## src/rtl/lcdfe_pkg.sv

```systemverilog
package lcdfe_pkg;

	localparam int unsigned MAX_PAYLOAD_DEF = 128;
	localparam int unsigned APB_AW = 5;
	localparam int unsigned APB_DW = 32;

	localparam logic [7:0] HDR_0 = 8'h5A;
	localparam logic [7:0] HDR_1 = 8'hA5;
	localparam logic [15:0] CRC_POLY = 16'h8005;
	localparam logic [15:0] CRC_INIT = 16'h0000;
	localparam logic [7:0] LEN_VAR_READ = 8'd4;
	localparam logic [7:0] LEN_REG_READ = 8'd3;
	localparam logic [7:0] LEN_VAR_OVH = 8'd3;
	localparam logic [7:0] LEN_SHORT_OVH = 8'd2;

	localparam logic RST_CRC_EN = 1'b1;
	localparam logic [7:0] RST_VAR_WRITE = 8'd130;
	localparam logic [7:0] RST_VAR_READ = 8'd131;
	localparam logic [7:0] RST_SHORT_WRITE = 8'd130;
	localparam logic [7:0] RST_REG_READ = 8'd129;

	typedef enum logic [1:0] {
		OP_VAR_WRITE   = 2'd0,
		OP_VAR_READ    = 2'd1,
		OP_SHORT_WRITE = 2'd2,
		OP_REG_READ    = 2'd3
	} op_t;

	typedef enum logic [2:0] {
		REG_CRC_EN      = 3'd0,
		REG_VAR_WRITE   = 3'd1,
		REG_VAR_READ    = 3'd2,
		REG_SHORT_WRITE = 3'd3,
		REG_REG_READ    = 3'd4
	} reg_idx_t;

	typedef enum logic [10:0] {
		ST_IDLE = 11'b000_0000_0001,
		ST_H0   = 11'b000_0000_0010,
		ST_H1   = 11'b000_0000_0100,
		ST_LEN  = 11'b000_0000_1000,
		ST_OPC  = 11'b000_0001_0000,
		ST_AHI  = 11'b000_0010_0000,
		ST_ALO  = 11'b000_0100_0000,
		ST_RCNT = 11'b000_1000_0000,
		ST_DATA = 11'b001_0000_0000,
		ST_CLO  = 11'b010_0000_0000,
		ST_CHI  = 11'b100_0000_0000
	} step_t;

	typedef struct packed {
		logic       crc_enable;
		logic [7:0] var_write_code;
		logic [7:0] var_read_code;
		logic [7:0] short_write_code;
		logic [7:0] reg_read_code;
	} cfg_t;

	function automatic logic [15:0] crc_byte(input logic [15:0] crc, input logic [7:0] b);
		logic [15:0] c;
		c = crc ^ {b, 8'h00};
		for (int k = 0; k < 8; k++) begin
			if (c[15]) begin
				c = {c[14:0], 1'b0} ^ CRC_POLY;
			end else begin
				c = {c[14:0], 1'b0};
			end
		end
		return c;
	endfunction

endpackage

```

## src/rtl/lcdfe_in_if.sv

```systemverilog
interface lcdfe_in_if;
	logic        valid;
	logic        ready;
	logic [1:0]  op;
	logic [15:0] address;
	logic [7:0]  payload_length;
	logic [7:0]  read_count;
	logic [7:0]  data_byte;
	logic        first;
	logic        last;

	modport source (
		output valid, op, address, payload_length, read_count, data_byte, first, last,
		input  ready
	);
	modport sink (
		input  valid, op, address, payload_length, read_count, data_byte, first, last,
		output ready
	);
endinterface

```

## src/rtl/lcdfe_out_if.sv

```systemverilog
interface lcdfe_out_if;
	logic       valid;
	logic       ready;
	logic [7:0] out_byte;
	logic       frame_end;

	modport source (
		output valid, out_byte, frame_end,
		input  ready
	);
	modport sink (
		input  valid, out_byte, frame_end,
		output ready
	);
endinterface

```

## src/rtl/lcdfe_regs.sv

```systemverilog
module lcdfe_regs (
	input  logic                             clk,
	input  logic                             arst_n,
	input  logic                             psel,
	input  logic                             penable,
	input  logic                             pwrite,
	input  logic [lcdfe_pkg::APB_AW-1:0]     paddr,
	input  logic [lcdfe_pkg::APB_DW-1:0]     pwdata,
	output logic [lcdfe_pkg::APB_DW-1:0]     prdata,
	output lcdfe_pkg::cfg_t                  cfg
);

	lcdfe_pkg::cfg_t cfg_q;
	lcdfe_pkg::reg_idx_t idx;
	logic wr_en;

	assign idx = lcdfe_pkg::reg_idx_t'(paddr[lcdfe_pkg::APB_AW-1:2]);
	assign wr_en = psel & penable & pwrite;

	always_ff @(posedge clk or negedge arst_n) begin
		if (!arst_n) begin
			cfg_q.crc_enable <= lcdfe_pkg::RST_CRC_EN;
			cfg_q.var_write_code <= lcdfe_pkg::RST_VAR_WRITE;
			cfg_q.var_read_code <= lcdfe_pkg::RST_VAR_READ;
			cfg_q.short_write_code <= lcdfe_pkg::RST_SHORT_WRITE;
			cfg_q.reg_read_code <= lcdfe_pkg::RST_REG_READ;
		end else if (wr_en) begin
			case (idx)
				lcdfe_pkg::REG_CRC_EN: cfg_q.crc_enable <= pwdata[0];
				lcdfe_pkg::REG_VAR_WRITE: cfg_q.var_write_code <= pwdata[7:0];
				lcdfe_pkg::REG_VAR_READ: cfg_q.var_read_code <= pwdata[7:0];
				lcdfe_pkg::REG_SHORT_WRITE: cfg_q.short_write_code <= pwdata[7:0];
				lcdfe_pkg::REG_REG_READ: cfg_q.reg_read_code <= pwdata[7:0];
				default: ;
			endcase
		end
	end

	always_comb begin
		prdata = '0;
		case (idx)
			lcdfe_pkg::REG_CRC_EN: prdata[0] = cfg_q.crc_enable;
			lcdfe_pkg::REG_VAR_WRITE: prdata[7:0] = cfg_q.var_write_code;
			lcdfe_pkg::REG_VAR_READ: prdata[7:0] = cfg_q.var_read_code;
			lcdfe_pkg::REG_SHORT_WRITE: prdata[7:0] = cfg_q.short_write_code;
			lcdfe_pkg::REG_REG_READ: prdata[7:0] = cfg_q.reg_read_code;
			default: prdata = '0;
		endcase
	end

	assign cfg = cfg_q;

endmodule

```

## src/rtl/lcd_command_frame_encoder.sv

```systemverilog
// Serial command frame encoder. Each accepted command item turns into one or more
// output bytes, one per cycle unless the output stalls: a frame opener yields 5A A5,
// length, opcode, address, read count or first data byte, CRC low/high if enabled;
// a payload item in an open frame yields its byte, then CRC low/high if it closes
// the frame with a CRC. The next item is taken in the same cycle the last byte of the
// current one enters the output register, so payload bytes also stream at one per
// cycle. A byte step sequencer and a one-byte-per-cycle CRC-16 (poly 8005, init 0)
// set this rate. An item with first low outside a frame is taken and yields nothing.
module lcd_command_frame_encoder #(
	parameter int unsigned MAX_PAYLOAD = lcdfe_pkg::MAX_PAYLOAD_DEF
) (
	input  logic                         clk,
	input  logic                         arst_n,
	lcdfe_in_if.sink                     cmd,
	lcdfe_out_if.source                  tx,
	input  logic                         psel,
	input  logic                         penable,
	input  logic                         pwrite,
	input  logic [lcdfe_pkg::APB_AW-1:0] paddr,
	input  logic [lcdfe_pkg::APB_DW-1:0] pwdata,
	output logic [lcdfe_pkg::APB_DW-1:0] prdata,
	output logic                         pready
);

	localparam logic [7:0] MaxPay = 8'(MAX_PAYLOAD);

	lcdfe_pkg::cfg_t cfg;

	lcdfe_regs u_regs (
		.clk     (clk),
		.arst_n  (arst_n),
		.psel    (psel),
		.penable (penable),
		.pwrite  (pwrite),
		.paddr   (paddr),
		.pwdata  (pwdata),
		.prdata  (prdata),
		.cfg     (cfg)
	);

	assign pready = 1'b1;

	// item registers
	lcdfe_pkg::op_t op_s1;
	logic [15:0] addr_s1;
	logic [7:0]  len_s1;
	logic [7:0]  rcnt_s1;
	logic [7:0]  data_s1;
	logic        has_data_s1;
	logic        closes_s1;

	lcdfe_pkg::step_t step_q, step_nxt, step_start;
	logic        in_frame_q;
	logic [15:0] crc_q;
	logic        out_v_q;
	logic [7:0]  out_byte_q;
	logic        out_end_q;

	logic        busy, advance, item_done, accept;
	logic        has_crc;
	logic [7:0]  cur_byte;
	logic [7:0]  plen_sat;
	logic [7:0]  len_in;
	logic        is_read_in;

	assign busy = (step_q != lcdfe_pkg::ST_IDLE);
	assign advance = busy & (~out_v_q | tx.ready);
	assign item_done = advance & (step_nxt == lcdfe_pkg::ST_IDLE);
	assign cmd.ready = ~busy | item_done;
	assign accept = cmd.valid & cmd.ready;
	assign has_crc = closes_s1 & cfg.crc_enable;

	assign is_read_in = cmd.op[0];
	assign plen_sat = (cmd.payload_length > MaxPay) ? MaxPay : cmd.payload_length;

	always_comb begin
		case (lcdfe_pkg::op_t'(cmd.op))
			lcdfe_pkg::OP_VAR_WRITE: len_in = plen_sat + lcdfe_pkg::LEN_VAR_OVH;
			lcdfe_pkg::OP_VAR_READ: len_in = lcdfe_pkg::LEN_VAR_READ;
			lcdfe_pkg::OP_SHORT_WRITE: len_in = plen_sat + lcdfe_pkg::LEN_SHORT_OVH;
			lcdfe_pkg::OP_REG_READ: len_in = lcdfe_pkg::LEN_REG_READ;
			default: len_in = lcdfe_pkg::LEN_REG_READ;
		endcase
	end

	always_comb begin
		if (cmd.first) begin
			step_start = lcdfe_pkg::ST_H0;
		end else if (in_frame_q) begin
			step_start = lcdfe_pkg::ST_DATA;
		end else begin
			step_start = lcdfe_pkg::ST_IDLE;
		end
	end

	always_comb begin
		case (step_q)
			lcdfe_pkg::ST_H0: step_nxt = lcdfe_pkg::ST_H1;
			lcdfe_pkg::ST_H1: step_nxt = lcdfe_pkg::ST_LEN;
			lcdfe_pkg::ST_LEN: step_nxt = lcdfe_pkg::ST_OPC;
			lcdfe_pkg::ST_OPC: step_nxt = op_s1[1] ? lcdfe_pkg::ST_ALO : lcdfe_pkg::ST_AHI;
			lcdfe_pkg::ST_AHI: step_nxt = lcdfe_pkg::ST_ALO;
			lcdfe_pkg::ST_ALO: begin
				if (op_s1[0]) begin
					step_nxt = lcdfe_pkg::ST_RCNT;
				end else if (has_data_s1) begin
					step_nxt = lcdfe_pkg::ST_DATA;
				end else if (has_crc) begin
					step_nxt = lcdfe_pkg::ST_CLO;
				end else begin
					step_nxt = lcdfe_pkg::ST_IDLE;
				end
			end
			lcdfe_pkg::ST_RCNT,
			lcdfe_pkg::ST_DATA: step_nxt = has_crc ? lcdfe_pkg::ST_CLO : lcdfe_pkg::ST_IDLE;
			lcdfe_pkg::ST_CLO: step_nxt = lcdfe_pkg::ST_CHI;
			default: step_nxt = lcdfe_pkg::ST_IDLE;
		endcase
	end

	always_comb begin
		case (step_q)
			lcdfe_pkg::ST_H0: cur_byte = lcdfe_pkg::HDR_0;
			lcdfe_pkg::ST_H1: cur_byte = lcdfe_pkg::HDR_1;
			lcdfe_pkg::ST_LEN: cur_byte = len_s1;
			lcdfe_pkg::ST_OPC: begin
				case (op_s1)
					lcdfe_pkg::OP_VAR_WRITE: cur_byte = cfg.var_write_code;
					lcdfe_pkg::OP_VAR_READ: cur_byte = cfg.var_read_code;
					lcdfe_pkg::OP_SHORT_WRITE: cur_byte = cfg.short_write_code;
					default: cur_byte = cfg.reg_read_code;
				endcase
			end
			lcdfe_pkg::ST_AHI: cur_byte = addr_s1[15:8];
			lcdfe_pkg::ST_ALO: cur_byte = addr_s1[7:0];
			lcdfe_pkg::ST_RCNT: cur_byte = rcnt_s1;
			lcdfe_pkg::ST_DATA: cur_byte = data_s1;
			lcdfe_pkg::ST_CLO: cur_byte = crc_q[7:0];
			lcdfe_pkg::ST_CHI: cur_byte = crc_q[15:8];
			default: cur_byte = '0;
		endcase
	end

	// capture item
	always_ff @(posedge clk) begin
		if (accept) begin
			op_s1 <= lcdfe_pkg::op_t'(cmd.op);
			addr_s1 <= cmd.address;
			len_s1 <= len_in;
			rcnt_s1 <= cmd.read_count;
			data_s1 <= cmd.data_byte;
			has_data_s1 <= ~cmd.first | (cmd.payload_length != 8'd0);
			closes_s1 <= cmd.first ? (is_read_in | cmd.last) : cmd.last;
		end
	end

	always_ff @(posedge clk or negedge arst_n) begin
		if (!arst_n) begin
			step_q <= lcdfe_pkg::ST_IDLE;
			in_frame_q <= 1'b0;
			crc_q <= lcdfe_pkg::CRC_INIT;
			out_v_q <= 1'b0;
			out_byte_q <= '0;
			out_end_q <= 1'b0;
		end else begin
			if (accept) begin
				step_q <= step_start;
			end else if (advance) begin
				step_q <= step_nxt;
			end

			if (accept) begin
				if (cmd.first) begin
					in_frame_q <= ~is_read_in & ~cmd.last;
				end else if (cmd.last) begin
					in_frame_q <= 1'b0;
				end
			end

			if (advance) begin
				case (step_q)
					lcdfe_pkg::ST_H0: crc_q <= lcdfe_pkg::CRC_INIT;
					lcdfe_pkg::ST_OPC,
					lcdfe_pkg::ST_AHI,
					lcdfe_pkg::ST_ALO,
					lcdfe_pkg::ST_RCNT,
					lcdfe_pkg::ST_DATA: crc_q <= lcdfe_pkg::crc_byte(crc_q, cur_byte);
					default: ;
				endcase
			end

			if (advance) begin
				out_v_q <= 1'b1;
				out_byte_q <= cur_byte;
				out_end_q <= (step_nxt == lcdfe_pkg::ST_IDLE) & closes_s1;
			end else if (tx.ready) begin
				out_v_q <= 1'b0;
			end
		end
	end

	assign tx.valid = out_v_q;
	assign tx.out_byte = out_byte_q;
	assign tx.frame_end = out_end_q;

endmodule

```

## src/flat_wrapper.sv

```systemverilog
// flat-port wrapper written by rule: the top's interface ports become plain ports
module lcd_command_frame_encoder_flat 
#(
	parameter int unsigned MAX_PAYLOAD = lcdfe_pkg::MAX_PAYLOAD_DEF
)
  (clk, arst_n, psel, penable, pwrite, paddr, pwdata, prdata, pready, cmd_valid, cmd_op, cmd_address, cmd_payload_length, cmd_read_count, cmd_data_byte, cmd_first, cmd_last, cmd_ready, tx_valid, tx_out_byte, tx_frame_end, tx_ready);
  lcdfe_in_if cmd_i ();
  lcdfe_out_if tx_i ();
  input  logic clk;
  input  logic arst_n;
  input  logic psel;
  input  logic penable;
  input  logic pwrite;
  input  logic [lcdfe_pkg::APB_AW-1:0] paddr;
  input  logic [lcdfe_pkg::APB_DW-1:0] pwdata;
  output logic [lcdfe_pkg::APB_DW-1:0] prdata;
  output logic pready;
  input wire logic [$bits(cmd_i.valid)-1:0] cmd_valid;
  input wire logic [$bits(cmd_i.op)-1:0] cmd_op;
  input wire logic [$bits(cmd_i.address)-1:0] cmd_address;
  input wire logic [$bits(cmd_i.payload_length)-1:0] cmd_payload_length;
  input wire logic [$bits(cmd_i.read_count)-1:0] cmd_read_count;
  input wire logic [$bits(cmd_i.data_byte)-1:0] cmd_data_byte;
  input wire logic [$bits(cmd_i.first)-1:0] cmd_first;
  input wire logic [$bits(cmd_i.last)-1:0] cmd_last;
  output wire logic [$bits(cmd_i.ready)-1:0] cmd_ready;
  output wire logic [$bits(tx_i.valid)-1:0] tx_valid;
  output wire logic [$bits(tx_i.out_byte)-1:0] tx_out_byte;
  output wire logic [$bits(tx_i.frame_end)-1:0] tx_frame_end;
  input wire logic [$bits(tx_i.ready)-1:0] tx_ready;
  assign cmd_i.valid = cmd_valid;
  assign cmd_i.op = cmd_op;
  assign cmd_i.address = cmd_address;
  assign cmd_i.payload_length = cmd_payload_length;
  assign cmd_i.read_count = cmd_read_count;
  assign cmd_i.data_byte = cmd_data_byte;
  assign cmd_i.first = cmd_first;
  assign cmd_i.last = cmd_last;
  assign cmd_ready = cmd_i.ready;
  assign tx_valid = tx_i.valid;
  assign tx_out_byte = tx_i.out_byte;
  assign tx_frame_end = tx_i.frame_end;
  assign tx_i.ready = tx_ready;
  lcd_command_frame_encoder #(.MAX_PAYLOAD(MAX_PAYLOAD)) u_core (.clk(clk), .arst_n(arst_n), .cmd(cmd_i), .tx(tx_i), .psel(psel), .penable(penable), .pwrite(pwrite), .paddr(paddr), .pwdata(pwdata), .prdata(prdata), .pready(pready));
endmodule
```

## config.mk

```make
export PLATFORM = sky130hd
export DESIGN_NAME = lcd_command_frame_encoder_flat
export DESIGN_NICKNAME = d
export VERILOG_FILES = /design/src/rtl/lcdfe_pkg.sv /design/src/rtl/lcdfe_in_if.sv /design/src/rtl/lcdfe_out_if.sv /design/src/rtl/lcdfe_regs.sv /design/src/rtl/lcd_command_frame_encoder.sv /design/src/flat_wrapper.sv
export SDC_FILE = /design/constraint.sdc
export NUM_CORES = 1
export LEC_CHECK = 0
export BUFFER_PORTS_ARGS = -buffer_cell sky130_fd_sc_hd__buf_4
export CAP_MARGIN = 20
export CORE_MARGIN = 1
export CORE_UTILIZATION = 30
export DETAILED_ROUTE_END_ITERATION = 8
export GPL_TIMING_DRIVEN = 0
export PLACE_DENSITY = 0.58
export REMOVE_ABC_BUFFERS = 1
export SYNTH_ARGS = -nofsm -noshare
export SYNTH_HDL_FRONTEND = slang
export SYNTH_SLANG_ARGS = --single-unit
```

## constraint.sdc

```tcl
create_clock -name clk -period 3.69 [get_ports clk]
set_input_delay 0.1845 -clock clk [delete_from_list [all_inputs] [get_ports clk]]
set_output_delay 0.1845 -clock clk [all_outputs]
set_load 0.005 [all_outputs]
```

==> results of run 1 <==
cell families (layout without fill, tap and decap cells):
logic type	after synthesis	in the layout	share of synthesized area
AO/OA/AOI/OAI	137	137	0.146
XOR/XNOR	25	25	0.0458
adder cells (fa/ha/maj)	3	3	0.00595
buffers and inverters	65	163	0.0559
flip-flops	115	115	0.493
multiplexers	49	49	0.103
other	2	25	0.00119
AND/OR/NAND/NOR	174	174	0.149
worst max-delay path by stage:
stage | to | slack, ns | cells after the start
final | u_core.crc_q[15]$_DFFE_PN0P_ | 0.19 | 11
after global routing | u_core.crc_q[1]$_DFFE_PN0P_ | 0.03 | 10
after CTS | u_core.crc_q[15]$_DFFE_PN0P_ | 0.1 | 10
after detailed placement | u_core.in_frame_q$_DFFE_PN0P_ | -0.34 | 10
after global placement | u_core.in_frame_q$_DFFE_PN0P_ | -1.93 | 9
after floorplan | u_core.in_frame_q$_DFFE_PN0P_ | -0.43 | 10
worst register-to-register path, stage by stage (launching register included):
cell and delay, ns:
dfrtp_1 0.47, or4_1 0.75, nor4b_4 0.31, buf_4 0.19, nand2_1 0.09, and4_1 0.28
a2bb2oi_1 0.21, nor2_1 0.09, nor3_4 0.33, xnor3_1 0.38, xor3_1 0.19, o21ai_1 0.13
final cells by class:
class                   count  area share
multi-input cells         413       0.371
clock buffers              18      0.0541
well taps                 270      0.0416
inverters                  10     0.00462
flip-flops and latches    115       0.383
repair buffers            121       0.125
clock inverters            14      0.0200
timing repair:
item	4_1_cts	5_1_grt
gates cloned	0	0
hold buffers	33	0
buffers inserted	2	4
endpoints found under the setup margin	37	16
gates resized for setup	3	9
pin swaps	0	1
endpoints found under the hold margin	92	0
per-stage QoR:
| stage | setup slack [ns] | hold WS (ns) | utilization |
|---|---|---|---|
| finish | 0.187 | 0.0220 | 0.398 |
| global route | 0.0256 | 0.0197 | 0.398 |
| CTS | 0.0951 | 0.00443 | 0.394 |
| detailed placement | -0.335 | 0.364 | 0.346 |
| global placement | -1.93 | 0.364 | 0.344 |
| floorplan | -0.428 | -0.111 | - |
layer usage:
layer / up-vias / wire length, µm
met2: 192 / 8080
met1: 2439 / 7540
met3: 32 / 773
met4: 0 / 519
li1: 2310 / -
met5: - / 0
sequential cells by signal, summed over array words and instances (netlist names):
register             cells
u_core.data_s1           8
u_core.closes_s1         1
u_core.tx.out_byte       8
u_core.tx.valid          1
u_core.in_frame_q        1
u_core.u_regs.cfg       33
u_core.op_s1             2
u_core.crc_q            16
u_core.has_data_s1       1
u_core.tx.frame_end      1
u_core.step_q           11
u_core.addr_s1          16
u_core.len_s1            8
u_core.rcnt_s1           8
synth_stat cells, types with 3 or more instances:
cell      count  area, µm²
or2_2         3       18.8
xnor3_1       4       90.1
mux2i_1       3       30.0
o21ai_0      39        195
o21ai_1       5       25.0
mux4_2        9        203
nand4_1       5       31.3
and4_1        4       35.0
buf_2         6       30.0
clkbuf_1     18       67.6
nand2_1      59        221
mux2_2       37        417
xor2_1        7       61.3
nand3_1      13       65.1
xnor2_1      13        114
nor3_1        8       40.0
dfrtp_1      60       1500
inv_1        10       37.5
or3_1         4       25.0
a22o_1       18        158
a211oi_1      6       45.0
edfxtp_1     44       1320
nor2b_1      11       68.8
buf_1         5       18.8
a22oi_1      16        120
nor2_1       28        105
nand3b_1      5       37.5
a31oi_1      10       62.6
a32oi_1       4       35.0
nor3b_1       4       30.0
nor4_1        3       18.8
buf_4        25        188
a21oi_1      15       75.1
and3_1        6       37.5
nor4b_1       3       26.3
nand2b_1      7       43.8
dfstp_2      11        289
ha_1          3       37.5
report_power, final:
group	switching, mW	internal, mW	total (mW)
registers	0.369	1.84	2.20
logic	1.52	1.46	2.99
clock network	0.594	1.07	1.67
==> impl_results.md, run 1 <==
- Outcome: completed
- CP Launch Type: register
- Power, Total: 6.86 mW
- Vias in the first global route: 4,944
- Worst Tran Pin Value: 0.950 ns
- WL final: 16,900 µm
- Largest net degree at the start of global routing: 72
- Library cells used by synthesis: 66
- Max-slew violations: 0
- Power per cell area: 845 nW/µm²
- Die extent in x: 147 µm
- First-pass GRT wire length: 27,000 µm
- Port Buffers: 80
- Clock sinks: 115
- Via count: 4,973
- Gr busiest metal: met2
- Crit path time final: 3.50 ns
- Worst reg2reg path depth: 11
- Min-Delay Path Class: input port to register
- RSZ-0062 raised after global routing: false
- CTS tree: yes
- Ys flop type: dfrtp_1
- Sequential cell area: 3110 µm²
- Endpoint, Worst Hold: u_core.u_regs.cfg[29]$_DFFE_PN0P_
- Die ar.: 21,600 µm²
- Clock skew: 0.0104 ns
- Hold path depth: 3
- Crit Reg-Reg Endpoint: u_core.crc_q[15]$_DFFE_PN0P_
- GR Util met2: 0.258
- Leak: 3.29 nW
- Die Y: 147 µm
- Final TNS setup: 0 ns
- Via-to-Cell Ratio: 5.17
- Cell family with the largest share of critical-path delay: simple AND/OR/NAND/NOR gates
- Proportion of layout cells with a drive suffix above 1: 0.288
- Number of flops mapped to enable cells by yosys: 44
- CP max stage delay: 0.75 ns
- Commonest non-fill, non-tap cells in the layout: 86 x buf_4, 60 x dfrtp_1, 59 x nand2_1
- Ys async rst share: 0.617
- Hold path startpoint: pwdata[5]
- Fin nets: 769
- Core area: 20,400 µm²
- Fin. Hold Viols: 0
- Number of synthesized register bits: 115
- Fin cells: 961
- # setup viols final: 0
- Worst R2R Start: u_core.step_q[2]$_DFFE_PN0P_
- Maximum clock path buffer count: 2
- Antenna Nets Post-Route: 0
- Starting Density: 0.309
- # diodes: 0
- Peak Freq: 285 MHz
- Worst setup EP type: register
- Commonest non-fill, non-tap cell in the layout: buf_4
- Overall routing resource usage: 0.163
- Multi-input gate area: 3020 µm²
- CP max FO: 8
- Design area: 8120 µm²
- Sequential share of the synthesized area: 0.493
- Warnings, synthesis: 0
- Mapped Cells: 570
- Congestion Overflow GR: 0
- Rel. slew slack: 0.367
- I/O pin count: 132
- Worst setup path start: u_core.step_q[2]$_DFFE_PN0P_
- Fin crit share: 0.949
- Max rail drop VDD: 459 µV
- Initial antenna violation count: 0
- DP Wirelength: 11,800 µm
- Avg Inst Size Synth: 11.1 µm²
- Gpl congestion: 0.887
- CTS root buf: clkbuf_16
- DRC viols: 0
- Mapped Area: 6310 µm²
- Filler instances: 1,985
- DR iter-0 viols: 417
- Worst Path Required: 4.02 ns
- TritonCTS buffer count: 17
- CTS clock-pin slew for the worst setup and hold paths: 0.05 ns
- Setup CP Type: register to register
- Layout area overhead: 28.6%
- Worst path bufs/invs: 1
- Dpl cells: 890
- Worst-path cell chain: or4_1, nor4b_4, buf_4, nand2_1, and4_1, a2bb2oi_1, nor2_1, nor3_4, xnor3_1, xor3_1, o21ai_1
- Post-placement cell area: 7070 µm²
- Met3 usage: 0.0289
- Row Count: 52
- Met1 usage: 0.213
- # Max-Cap Violations: 0
- CP Data Arrival Time: 3.83 ns
- Avg WL per Cell: 17.6 µm
- Critical Path Slowest Stage Cell: or4_1
- Clock Latency Late Sink: 0.42 ns
- R2r setup slk: 0.19 ns
- TritonRoute pass-1 iters: 5
- Max H-tree Level: 4
Power figures use the tool's default switching activity.
==> run 2, diff against run 1 <==
Settings changed: CORE_MARGIN 1 to 8.
==> impl_results.md, run 2 (same netlist as run 1, synthesis figures left out) <==
- Worst Path Required: 3.97 ns (-0.05 ns)
- Via-to-Cell Ratio: 5.05 (-2.5%)
- Vias in the first global route: 4,923 (-0.42%)
- Fin crit share: 0.957 (+0.00762)
- DR iter-0 viols: 339 (-19%)
- # setup viols final: 0 (unchanged)
- Antenna Nets Post-Route: 0 (unchanged)
- Row Count: 53 (+1.9%)
- Worst Tran Pin Value: 0.925 ns (-0.0249 ns)
- TritonRoute pass-1 iters: 6 (+1)
- CP max FO: 8 (unchanged)
- RSZ-0062 raised after global routing: false
- CTS clock-pin slew for the worst setup and hold paths: 0.05 ns (about the same)
- Clock skew: 0.0115 ns (+0.00118 ns)
- Max-slew violations: 0 (unchanged)
- Fin worst setup slack: 0.159 ns (-0.0281 ns)
- # diodes: 0 (unchanged)
- Worst setup EP type: register
- First-pass GRT wire length: 27,000 µm (+0.20%)
- Via count: 4,870 (-2.1%)
- Overall routing resource usage: 0.134 (-0.0293)
- Avg WL per Cell: 17.8 µm (+1.4%)
- Leak: 3.27 nW (-0.73%)
- Fin. Hold Viols: 0 (unchanged)
- CTS root buf: clkbuf_16
- Post-place setup slack: -0.152 ns (+0.183 ns)
- Fin cells: 965 (+0.42%)
- Layout area overhead: 28.0%
- DP Wirelength: 12,000 µm (+1.7%)
- Clock Latency Late Sink: 0.42 ns (about the same)
- Rel. slew slack: 0.383 (+0.0166)
- TritonCTS buffer count: 17 (unchanged)
- CP Launch Type: register
- Die extent in x: 161 µm (+9.5%)
- Final core utilization: 0.388 (-0.00948)
- Commonest non-fill, non-tap cell in the layout: buf_4
- Power per cell area: 838 nW/µm² (-0.79%)
- CP max stage delay: 0.75 ns (about the same)
- # Max-Cap Violations: 0 (unchanged)
- Crit path time final: 3.53 ns (+0.0281 ns)
- Final TNS setup: 0 ns (unchanged)
- Maximum clock path buffer count: 2 (unchanged)
- Sequential cell area: 3110 µm² (about the same)
- CTS tree: yes
- WL final: 17,200 µm (+1.8%)
- Min-Delay Path Class: input port to register
- Core area: 20,800 µm² (+1.9%)
- Initial antenna violation count: 0 (unchanged)
- Critical Path Slowest Stage Cell: or4_1
- CP Data Arrival Time: 3.81 ns (-0.02 ns)
- Starting Density: 0.303 (-0.00583)
- Worst path bufs/invs: 0 (-1)
- Filler instances: 2,061 (+3.8%)
- Largest net degree at the start of global routing: 72 (unchanged)
- Max reg flops: 33 (unchanged)
- Die ar.: 25,900 µm² (+20%)
- Setup CP Type: register to register
- Congestion Overflow GR: 0 (unchanged)
- DRC viols: 0 (unchanged)
- Proportion of layout cells with a drive suffix above 1: 0.275 (-0.0126)
- Port Buffers: 80 (unchanged)
- Max H-tree Level: 4 (unchanged)
- Cell family with the largest share of critical-path delay: simple AND/OR/NAND/NOR gates
- I/O pin count: 132 (unchanged)
- Fin nets: 768 (-0.13%)
- Die Y: 161 µm (+9.5%)
- Worst-path cell chain: or4_1, nor2_1, nand2_1, and4_1, a2bb2oi_1, nor2_1, nor3_4, xnor3_1, xnor3_1, o21ai_1
- Dpl cells: 896 (+0.67%)
- Commonest non-fill, non-tap cells in the layout: 83 x buf_4, 59 x nand2_1, 59 x dfrtp_1
- Peak Freq: 283 MHz (-0.80%)
- Max rail drop VDD: 461 µV (+0.48%)
- Multi-input gate area: 3010 µm² (-0.25%)
- Gpl congestion: 0.869 (-2.0%)
- Outcome: completed
- Clock sinks: 115 (unchanged)
[run 2: where the power goes]
group          total, mW  internal, mW  switching, mW
Clock               1.61          1.07          0.539
Combinational       2.96          1.44           1.52
Sequential          2.20          1.84          0.364
Total               6.77          4.35           2.42
[run 2: worst reg2reg max path, cell delays in order, from the launching register on]
cell       delay [ns]
dfrtp_1          0.46
or4_1            0.75
nor2_1           0.44
nand2_1          0.12
and4_1           0.34
a2bb2oi_1        0.20
nor2_1           0.08
nor3_4           0.36
xnor3_1          0.39
xnor3_1          0.21
o21ai_1          0.06
[run 2: worst paths after layout]
| kind | slack (ns) | endpoint | start | depth (start not counted) |
|---|---|---|---|---|
| worst max-delay path | 0.16 | u_core.crc_q[0]$_DFFE_PN0P_ | u_core.step_q[2]$_DFFE_PN0P_ | 10 |
| worst min-delay path | 0.03 | u_core.u_regs.cfg[29]$_DFFE_PN0P_ | pwdata[5] | 3 |
| worst max register to register | 0.16 | u_core.crc_q[0]$_DFFE_PN0P_ | u_core.step_q[2]$_DFFE_PN0P_ | 10 |
| worst min register to register | 0.48 | u_core.tx.out_byte[4]$_DFFE_PN0P_ | u_core.tx.out_byte[4]$_DFFE_PN0P_ | 2 |
| max in group asynchronous | 2.58 | u_core.step_q[6]$_DFFE_PN0P_ | arst_n | 2 |
| min in group asynchronous | 0.44 | u_core.u_regs.cfg[22]$_DFFE_PN0P_ | arst_n | 2 |
[run 2: timing repair]
action,in CTS,in global routing
pin swaps,0,1
hold buffers,33,0
hold endpoints to repair,92,0
resized for setup,4,8
setup buffers,2,1
setup endpoints to repair,39,54
[run 2: layer usage]
metal	share of wire	GRT usage	vias to the layer above
met5	0	0	-
met4	0.030	0.0652	0
met3	0.059	0.0331	35
met2	0.46	0.204	180
met1	0.45	0.174	2360
li1	-	-	2295
[run 2: final cells by class]
cell class / instances / area share
multi-input combinational: 413 / 0.372
inverter: 10 / 0.00465
clock buffer: 25 / 0.0576
tap: 275 / 0.0426
timing repair buffer: 120 / 0.124
clock inverter: 7 / 0.0133
sequential: 115 / 0.385
[run 2: metrics by stage]
stage	total power [mW]	instance area (µm²)	hold slack [ns]
2_1_floorplan	4.16	6080	-0.111
5_1_grt	7.20	8080	0.0209
6_report	6.77	8080	0.0290
4_1_cts	6.77	8030	0.0142
3_5_place_dp	5.07	7080	0.364
3_3_place_gp	5.00	7030	0.363
==> run 3, diff against run 2 <==
Settings changed: PLACE_DENSITY 0.58 to 0.56.
Clock period 3.69 ns to 4.1 ns, I/O delays scaled along.
==> impl_results.md, run 3 (same netlist as run 1, synthesis figures left out) <==
- Overall routing resource usage: 0.137 (+0.00328)
- Commonest non-fill, non-tap cell in the layout: buf_4
- Die extent in x: 161 µm (unchanged)
- Clock sinks: 115 (unchanged)
- Layout area overhead: 26.6%
- Congestion Overflow GR: 0 (unchanged)
- Via count: 4,900 (+0.62%)
- Fin worst setup slack: 0.301 ns (+0.142 ns)
- Sequential share of power: 0.329 (+0.004)
- WL final: 17,600 µm (+2.2%)
- Power per cell area: 757 nW/µm² (-9.7%)
- CP most frequent cell: xor2_1
- Peak Freq: 263 MHz (-7.1%)
- Critical Path Slowest Stage Cell: edfxtp_1
- Via-to-Cell Ratio: 5.09 (+0.93%)
- WL met3: 1020 µm (+0.29%)
- Antenna Nets Post-Route: 0 (unchanged)
- CP max FO: 11 (+3)
- Clock power frac: 0.237 (about the same)
- Pint: 3.85 mW (-11%)
- # setup viols final: 0 (unchanged)
- TritonCTS buffer count: 17 (unchanged)
- DP Wirelength: 12,600 µm (+4.9%)
- Worst Path Required: 4.39 ns (+0.42 ns)
- Cell family with the largest share of critical-path delay: compound AO/OA/AOI/OAI gates
- Worst setup path start: u_core.op_s1[0]$_DFFE_PP_
- Vias in the first global route: 5,000 (+1.6%)
- Clock skew: 0.00893 ns (-0.00260 ns)
- # diodes: 0 (unchanged)
- Maximum clock path buffer count: 2 (unchanged)
- Worst R2R Start: u_core.op_s1[0]$_DFFE_PP_
- CP max stage delay: 0.81 ns (+0.06 ns)
- Port Buffers: 80 (unchanged)
- Post-placement cell area: 7080 µm² (unchanged)
- Sw frac: 0.363 (+0.00590)
- Crit path time final: 3.80 ns (+0.268 ns)
- I/O pin count: 132 (unchanged)
- Outcome: completed
- Filler instances: 2,042 (-0.92%)
- TritonRoute pass-1 iters: 5 (-1)
- Setup CP Type: register to register
- Core area: 20,800 µm² (unchanged)
- Top Metal Used: met4
- CP Data Arrival Time: 4.09 ns (+0.28 ns)
- Fin crit share: 0.927 (-0.0302)
- Clock Latency Late Sink: 0.42 ns (about the same)
- Avg WL per Cell: 18.3 µm (+2.5%)
- Met2 WL: 8350 µm (+5.6%)
- Combinational Power Share: 0.434 (-0.003)
- Rel. slew slack: 0.351 (-0.0322)
- Die Y: 161 µm (unchanged)
- Die ar.: 25,900 µm² (unchanged)
- Max reg flops: 33 (unchanged)
- CTS tree: yes
- Row Count: 53 (unchanged)
- CTS clock-pin slew for the worst setup and hold paths: 0.05 ns (about the same)
- # Max-Cap Violations: 0 (unchanged)
- Worst-path cell chain: mux4_2, and4_1, a221o_1, a211oi_2, xor2_1, a22oi_1, xor2_1, xnor3_1, a22o_1
- Fin nets: 765 (-0.39%)
- Max-slew violations: 0 (unchanged)
- Gpl congestion: 0.923 (+6.2%)
- Leak: 3.24 nW (-0.74%)
- Proportion of layout cells with a drive suffix above 1: 0.265 (-0.0104)
- Design area: 7990 µm² (-1.1%)
- Worst Tran Pin Value: 0.973 ns (+0.0483 ns)
- Post-place setup slack: 0.242 ns (+0.394 ns)
- DRC viols: 0 (unchanged)
- Initial antenna violation count: 0 (unchanged)
- Max H-tree Level: 4 (unchanged)
- Metal1 wirelength: 7830 µm (+0.85%)
- Starting Density: 0.303 (unchanged)
- Worst setup EP type: register
- Max rail drop VDD: 358 µV (-22%)
- Min-Delay Path Class: input port to register
- Hold path startpoint: pwdata[5]
- Largest net degree at the start of global routing: 72 (unchanged)
- Fin. Hold Viols: 0 (unchanged)
- DR iter-0 viols: 371 (+9.4%)
- Final core utilization: 0.384 (-0.00421)
- First-pass GRT wire length: 27,600 µm (+2.4%)
- Switch Pwr: 2.20 mW (-9.2%)
- Worst path bufs/invs: 0 (unchanged)
- RSZ-0062 raised after global routing: false
- CTS root buf: clkbuf_16
- CP Launch Type: register
- Commonest non-fill, non-tap cells in the layout: 82 x buf_4, 60 x dfrtp_1, 59 x nand2_1
[run 3: final timing paths]
| path | to | slack (ns) | cells after the start |
|---|---|---|---|
| setup / recovery | u_core.crc_q[1]$_DFFE_PN0P_ | 0.30 | 9 |
| setup reg to reg | u_core.crc_q[1]$_DFFE_PN0P_ | 0.30 | 9 |
| hold / removal | u_core.u_regs.cfg[29]$_DFFE_PN0P_ | 0.04 | 3 |
| min in group asynchronous | u_core.tx.out_byte[3]$_DFFE_PN0P_ | 0.47 | 2 |
| max in group asynchronous | u_core.u_regs.cfg[11]$_DFFE_PN0P_ | 2.97 | 2 |
| hold reg to reg | u_core.tx.out_byte[4]$_DFFE_PN0P_ | 0.49 | 2 |
[run 3: metrics by stage]
stage | setup TNS [ns] | std cells | hold slack (ns) | power [mW]
6_report | 0 | 962 | 0.0371 | 6.05
5_1_grt | 0 | 962 | 0.0368 | 6.40
4_1_cts | 0 | 960 | 0.0193 | 6.08
3_5_place_dp | 0 | 895 | 0.385 | 4.60
3_3_place_gp | -59.14 | 893 | 0.383 | 4.46
2_1_floorplan | -0.0180 | 538 | -0.0906 | 3.75
[run 3: what timing repair did]
item / in CTS / in global routing
setup endpoints to repair: 0 / 1
hold buffers: 33 / 0
setup buffers: 0 / 0
hold endpoints to repair: 92 / 0
gates resized for setup: 0 / 1
[run 3: tightest hold or removal path, delay by kind of cell]
| family | cells | cell delay, ns |
|---|---|---|
| AO/OA/AOI/OAI | 1 | 0.06 |
| buffers and inverters | 1 | 0.10 |
| AND/OR/NAND/NOR | 1 | 0.04 |
[run 3: layer usage]
metal,vias to the layer above,global-route usage
li1,2303,-
met1,2362,0.174
met2,203,0.217
met3,32,0.0328
met4,0,0.0619
met5,-,0
[run 3: power groups by stage]
stage / logic, mW / registers, mW / clock network [mW]
global placement: 2.46 / 2.00 / 0
finish: 2.63 / 1.99 / 1.43
CTS: 2.63 / 1.99 / 1.47
global route: 2.84 / 2.04 / 1.52
floorplan: 1.86 / 1.89 / 0
detailed placement: 2.60 / 2.00 / 0
[run 3: final cells by class]
cell class	count	area (µm²)	share of cell area
Tap cell	275	344	0.0430
Clock buffer	27	493	0.0617
Timing Repair Buffer	117	971	0.121
Inverter	10	37.5	0.00470
Multi-Input combinational cell	413	2960	0.370
Sequential cell	115	3110	0.389
Clock inverter	5	75.1	0.00939
